## src/hw/rtl/smm_pkg.sv

```systemverilog
// ----------------------------------------------------------------------------
// Switch event MIDI mapper package
// Shared codes, message entry layout, packet constants and the control and
// status bundles passed between the controller and the datapath.
// ----------------------------------------------------------------------------
package smm_pkg;

    localparam int SWITCH_COUNT_DEF       = 16;
    localparam int MESSAGES_PER_EVENT_DEF = 10;

    // Item operations.
    typedef enum logic [1:0] {
        OP_SAMPLE      = 2'd0,
        OP_WRITE_SLOT  = 2'd1,
        OP_WRITE_COUNT = 2'd2
    } t_op;

    // Configuration register indexes.
    typedef enum logic [1:0] {
        CFG_DEBOUNCE = 2'd0,
        CFG_CABLE    = 2'd1,
        CFG_SWITCHES = 2'd2
    } t_cfg_reg;

    // Message types held in the table.
    typedef enum logic [1:0] {
        MT_NONE = 2'd0,
        MT_CC   = 2'd1,
        MT_PC   = 2'd2,
        MT_NOTE = 2'd3
    } t_mtype;

    localparam logic [15:0] DEBOUNCE_RST = 16'd20;
    localparam logic [3:0]  CABLE_RST    = 4'd0;
    localparam logic [4:0]  SWITCHES_RST = 5'd2;

    localparam logic [3:0] CIN_CC       = 4'hB;
    localparam logic [3:0] CIN_PC       = 4'hC;
    localparam logic [3:0] CIN_NOTE_ON  = 4'h9;
    localparam logic [3:0] CIN_NOTE_OFF = 4'h8;

    localparam logic [7:0] STATUS_CC       = 8'hB0;
    localparam logic [7:0] STATUS_PC       = 8'hC0;
    localparam logic [7:0] STATUS_NOTE_ON  = 8'h90;
    localparam logic [7:0] STATUS_NOTE_OFF = 8'h80;

    localparam logic [6:0] VALUE_MAX = 7'd127;

    // One stored message, 20 bits.
    typedef struct packed {
        logic [1:0] mtype;
        logic [3:0] chan;
        logic [6:0] p1;
        logic [6:0] p2;
    } t_entry;

    // Controller to datapath.
    typedef struct packed {
        logic clear;      // write the reset entry at the clear address
        logic load;       // capture the input transaction
        logic exec;       // apply the captured item
        logic rd_en;      // read the table entry at the play index
        logic hold;       // turn the read entry into the held packet
        logic push;       // move the held packet to the output register
        logic push_last;  // the pushed packet ends the event
    } t_cmd;

    // Datapath to controller.
    typedef struct packed {
        logic start_play; // accepted change with link up and a nonempty list
        logic rd_none;    // the read entry is of type none
        logic out_free;   // output register can take a packet this cycle
    } t_status;

endpackage

```

## src/hw/rtl/smm_ctrl.sv

```systemverilog
// ----------------------------------------------------------------------------
// Switch event MIDI mapper controller
// Sequences the table clearing pass, item execution and the playout of a
// message list, one table read per cycle while the output keeps up.
// ----------------------------------------------------------------------------
module smm_ctrl #(
    parameter int SWITCH_COUNT       = smm_pkg::SWITCH_COUNT_DEF,
    parameter int MESSAGES_PER_EVENT = smm_pkg::MESSAGES_PER_EVENT_DEF,
    localparam int DEPTH  = 2 * SWITCH_COUNT * MESSAGES_PER_EVENT,
    localparam int ADDR_W = $clog2(DEPTH),
    localparam int CNT_W  = $clog2(MESSAGES_PER_EVENT + 1)
) (
    input  logic                 i_clk,
    input  logic                 i_rst_n,
    input  logic                 i_valid,
    output logic                 o_ready,
    input  smm_pkg::t_status     i_st,
    input  logic [CNT_W-1:0]     i_n,
    output smm_pkg::t_cmd        o_cmd,
    output logic [CNT_W-1:0]     o_idx,
    output logic [ADDR_W-1:0]    o_clr_addr
);

    typedef enum logic [3:0] {
        S_CLEAR = 4'b0001,
        S_IDLE  = 4'b0010,
        S_EXEC  = 4'b0100,
        S_PLAY  = 4'b1000
    } t_state;

    t_state              r_state, n_state;
    logic [ADDR_W-1:0]   r_clr_addr, n_clr_addr;
    logic [CNT_W-1:0]    r_idx, n_idx;
    logic                r_rd_pend, n_rd_pend;
    logic                r_held_v, n_held_v;

    logic consume;
    logic issue;
    logic at_end;

    always_comb begin
        n_state    = r_state;
        n_clr_addr = r_clr_addr;
        n_idx      = r_idx;
        n_rd_pend  = r_rd_pend;
        n_held_v   = r_held_v;
        o_cmd      = '0;
        consume    = 1'b0;
        issue      = 1'b0;
        at_end     = 1'b0;
        case (r_state)
            S_CLEAR: begin
                o_cmd.clear = 1'b1;
                n_clr_addr  = ADDR_W'(r_clr_addr + 1'b1);
                if (r_clr_addr == ADDR_W'(DEPTH - 1)) begin
                    n_state = S_IDLE;
                end
            end
            S_IDLE: begin
                if (i_valid) begin
                    o_cmd.load = 1'b1;
                    n_state    = S_EXEC;
                end
            end
            S_EXEC: begin
                o_cmd.exec = 1'b1;
                n_idx      = '0;
                n_rd_pend  = 1'b0;
                n_held_v   = 1'b0;
                n_state    = i_st.start_play ? S_PLAY : S_IDLE;
            end
            S_PLAY: begin
                // A read entry is consumed when it is empty, when nothing is
                // held yet, or when the held packet can move on to the output.
                consume = r_rd_pend && (i_st.rd_none || !r_held_v || i_st.out_free);
                issue   = (r_idx != i_n) && (!r_rd_pend || consume);
                at_end  = (r_idx == i_n) && !r_rd_pend;

                o_cmd.rd_en = issue;
                o_cmd.hold  = consume && !i_st.rd_none;
                o_cmd.push  = (r_rd_pend && !i_st.rd_none && r_held_v && i_st.out_free)
                              || (at_end && r_held_v && i_st.out_free);
                o_cmd.push_last = at_end && r_held_v && i_st.out_free;

                if (issue) begin
                    n_idx     = CNT_W'(r_idx + 1'b1);
                    n_rd_pend = 1'b1;
                end else if (consume) begin
                    n_rd_pend = 1'b0;
                end

                if (o_cmd.hold) begin
                    n_held_v = 1'b1;
                end else if (o_cmd.push_last) begin
                    n_held_v = 1'b0;
                end

                if (at_end && (!r_held_v || i_st.out_free)) begin
                    n_state = S_IDLE;
                end
            end
            default: begin
                n_state = S_IDLE;
            end
        endcase
    end

    always_ff @(posedge i_clk) begin
        if (!i_rst_n) begin
            r_state    <= S_CLEAR;
            r_clr_addr <= '0;
            r_idx      <= '0;
            r_rd_pend  <= 1'b0;
            r_held_v   <= 1'b0;
        end else begin
            r_state    <= n_state;
            r_clr_addr <= n_clr_addr;
            r_idx      <= n_idx;
            r_rd_pend  <= n_rd_pend;
            r_held_v   <= n_held_v;
        end
    end

    assign o_ready    = (r_state == S_IDLE);
    assign o_idx      = r_idx;
    assign o_clr_addr = r_clr_addr;

    a_idx_in_list: assert property (@(posedge i_clk) disable iff (!i_rst_n)
        (r_state == S_PLAY) |-> (r_idx <= i_n))
        else $error("play index ran past the list length");

    a_read_only_in_play: assert property (@(posedge i_clk) disable iff (!i_rst_n)
        r_rd_pend |-> (r_state == S_PLAY))
        else $error("table read pending outside playout");

    a_idle_nothing_held: assert property (@(posedge i_clk) disable iff (!i_rst_n)
        (r_state == S_IDLE) |-> !r_held_v)
        else $error("held packet left behind at end of event");

    a_push_needs_room: assert property (@(posedge i_clk) disable iff (!i_rst_n)
        o_cmd.push |-> i_st.out_free)
        else $error("packet pushed over an unaccepted output");

endmodule

```

## config.mk

```make
export PLATFORM = sky130hd
export DESIGN_NAME = smm_ctrl
export DESIGN_NICKNAME = d
export VERILOG_FILES = /design/src/hw/rtl/smm_pkg.sv /design/src/hw/rtl/smm_ctrl.sv
export SDC_FILE = /design/constraint.sdc
export NUM_CORES = 1
export LEC_CHECK = 0
export CORE_MARGIN = 4
export CORE_UTILIZATION = 46
export DETAILED_ROUTE_END_ITERATION = 16
export DONT_BUFFER_PORTS = 1
export PLACE_DENSITY = 0.63
export SKIP_CTS_REPAIR_TIMING = 1
export SYNTH_ARGS = -nofsm -noshare
export SYNTH_HDL_FRONTEND = slang
export SYNTH_SLANG_ARGS = --single-unit
```

## constraint.sdc

```tcl
create_clock -name i_clk -period 1.7 [get_ports i_clk]
set_clock_uncertainty 0.05 [all_clocks]
set_input_delay 0.17 -clock i_clk [delete_from_list [all_inputs] [get_ports i_clk]]
set_output_delay 0.17 -clock i_clk [all_outputs]
set_load 0.02 [all_outputs]
```

==> out/summary.txt <==
run status: finished, violations left
violations in the final reports: setup timing
number of endpoints with negative hold slack in the final report: 0
net count of the mapped netlist: 124
share of cells above drive strength 1: 44.1%
initial antenna violation count: 0
largest cells by area after synthesis: sky130_fd_sc_hd__dfxtp_1, sky130_fd_sc_hd__and2_1, sky130_fd_sc_hd__nor4b_4, sky130_fd_sc_hd__xnor2_1, sky130_fd_sc_hd__xor2_1
Pins Over Slew Limit: 0
area of the core: 0.00221 mm2
count of standard-cell rows: 17
violation count after the first detailed-routing iteration: 15
Die Width: 56.2 um
sort of element at the end of the critical path: output port
cell chosen for the clock root: sky130_fd_sc_hd__clkbuf_4
first-pass GRT wire length: 4040 um
Congestion Overflow GR: 0
share of async-settable or async-resettable flops after synthesis: 0%
slew at the pin with the worst max-slew slack: 0.530 ns
Final Setup Violations: 4
number of unique standard cell types used by synthesis: 36
type of the tightest min-delay check: in2reg
final weighted congestion in routability-driven placement: 0.768
Slew headroom: 64.5%
Overall Global Routing Usage: 15.9%
Mapped Cells: 112
fillers: 196
clk buf depth: 2
average via count per standard cell: 5.48
area share of xor/xnor cells in the synthesized design: 8.19%
Compound-Gate Fraction of Synth Area: 10.5%
Worst setup SP type: register
Fmax: 570 MHz
DP Worst Slack: 0.0773 ns
dominant synthesized flop cell: sky130_fd_sc_hd__dfxtp_1
share of synthesized area occupied by flip-flops and latches: 35.6%
Data required, critical path: 1.48 ns
area share of fa/ha/maj cells after synthesis: 2.34%
Yosys warnings: 0
share of cell area taken by muxes after synthesis: 2.81%
largest fanout on the critical path: 5
leakage power: 0.573 nW
Slowest-stage cell, CP: sky130_fd_sc_hd__dfxtp_4
Port Buffer Count: 0
fin crit period: 1.75 ns
post-detailed-routing wire length: 2620 um
number of synthesized flops with an enable pin: 0
CTS buffer count: 3
maximum number of pins on one net before global-route repair: 20
maxcap violations: 0
number of global-route vias before repair: 962
register clock-pin slew on the reported worst setup and hold paths: 0.11 ns
layout-stage area growth over the synthesis result: 36.1%
path type of the worst setup path: reg2out
cells along the critical path: nor4b_4 -> buf_6 -> and4b_2 -> buf_12
post-route worst setup slack: -0.0547 ns
htree depth: 1
data arrival time of the critical path: 1.53 ns
Power per Cell Area: 512 mW/mm2
dominant cell type by area after synthesis: sky130_fd_sc_hd__dfxtp_1
dominant combinational cell family by area after synthesis: simple AND/OR/NAND/NOR gates
RSZ-0062 raised after global routing: true
post-detailed-placement half-perimeter wirelength: 1890 um
count of nets left with antenna violations after detail routing: 0
Post-Synth Simple-Gate Area: 38.4%
initial core utilization: 48.4%
ratio of final minimum period to clock period: 103%
total I/O pin count: 31
number of antenna diodes: 0
full die area: 0.00316 mm2
summed instance area of the synthesized netlist: 0.00107 mm2
delay contributed by the slowest stage of the critical path: 0.37 ns
detail-routed net length per standard cell: 15.3 um
number of DRC violations after detailed routing: 0
cell family with the largest share of critical-path delay: simple AND/OR/NAND/NOR gates
TritonCTS clock tree: yes
via count of the routed design: 937
1st-pass router iterations: 4
maximum vdd ir drop: 398 uV
Post-Syn Area per Cell: 9.55 um2
Buffers & Inverters on Critical Path: 2
Total Nets Final: 156
flop and latch count out of synthesis: 19
clock sink count: 19
fraction of synthesized cell area taken by the top area cell type: 35.6%
chip height: 56.2 um
Clock Latency Late Sink: 0.29 ns
setup total negative slack: -0.113 ns
[state kept, by name, summed over array words and instances (netlist names)]
signal and cells:
r_rd_pend 1, o_clr_addr 9, r_state 4, r_held_v 1, o_idx 4
[cell type report]
class	instances	area, um2	share of cell area (%)
Clock buffer	4	26.3	1.80
Multi-Input combinational cell	89	743	51.0
Sequential cell	19	399	27.4
Tap cell	28	35.0	2.41
Timing Repair Buffer	31	253	17.4
[synthesized netlist by cell type, drive strengths merged, types with 4 or more instances]
| cell | number |
|---|---|
| nor4b | 5 |
| xnor2 | 5 |
| xor2 | 5 |
| nand3 | 9 |
| dfxtp | 19 |
| o211ai | 4 |
| nand2 | 10 |
| and2 | 9 |
| nand2b | 6 |
[cells in the final DEF (no fill, tap or decap), types with 3 or more instances in the layout]
master / Yosys / routed
sky130_fd_sc_hd__buf_4: 2 / 26
sky130_fd_sc_hd__dfxtp_1: 19 / 10
sky130_fd_sc_hd__and2_1: 9 / 9
sky130_fd_sc_hd__nand2_1: 10 / 9
sky130_fd_sc_hd__nand3_1: 8 / 7
sky130_fd_sc_hd__dfxtp_2: 0 / 6
sky130_fd_sc_hd__nand2b_1: 6 / 5
sky130_fd_sc_hd__xnor2_1: 5 / 5
sky130_fd_sc_hd__o211ai_1: 4 / 4
sky130_fd_sc_hd__nor4b_4: 2 / 3
sky130_fd_sc_hd__xor2_2: 0 / 3
sky130_fd_sc_hd__mux2i_1: 3 / 3
sky130_fd_sc_hd__and3_1: 3 / 3
sky130_fd_sc_hd__o31ai_1: 3 / 3
sky130_fd_sc_hd__o21ai_0: 3 / 3
sky130_fd_sc_hd__nand4_1: 3 / 3
sky130_fd_sc_hd__clkbuf_4: 0 / 3
sky130_fd_sc_hd__dfxtp_4: 0 / 3
[cell families (layout without fill, tap and decap cells)]
group	count (synthesis)	count (layout)
fa+ha+maj	2	2
flops	19	19
compound gates	16	16
buf+inv	4	35
mux	3	3
simple gates	58	58
xor+xnor	10	10
[tightest hold or removal path, stage by stage]
cell and delay [ns]:
sky130_fd_sc_hd__nand2_1 0.05, sky130_fd_sc_hd__nand2b_1 0.08, sky130_fd_sc_hd__a211oi_1 0.04
[where the power goes]
| group | internal (mW) | total (mW) | switching, mW | leakage (nW) |
|---|---|---|---|---|
| clock | 0.0912 | 0.228 | 0.136 | 0.0150 |
| combinational | 0.0311 | 0.0680 | 0.0370 | 0.400 |
| sequential | 0.446 | 0.449 | 0.00342 | 0.158 |
| total | 0.568 | 0.745 | 0.177 | 0.573 |
[layer usage]
metal	GRT usage [%]	vias to the layer above	share of wire [%]
li1	-	471	-
met1	16.3	436	41
met2	29.0	26	50
met3	5.57	4	7.7
met4	6.44	0	1.4
met5	0	-	0
[metrics by stage]
step	hold slack [ns]	std cells	total power, mW	area [um2]	util (%)
floorplan	0.310	112	0.509	1100	-
global placement	0.214	157	0.518	1280	58.0
detailed placement	0.214	157	0.521	1280	58.0
CTS	-0.107	161	0.752	1310	59.2
global route	0.0226	171	0.786	1460	65.8
finish	0.0236	171	0.745	1460	65.8
[final timing paths]
kind                    from         end  slack (ns)  cells past startpoint
setup / recovery  r_state[0]    o_cmd[2]       -0.05                      4
hold / removal       i_st[2]  r_state[1]        0.02                      3
setup reg to reg    o_idx[1]    o_idx[2]        0.05                      6
hold reg to reg    r_rd_pend   r_rd_pend        0.47                      2
Power figures use the tool's default switching activity.
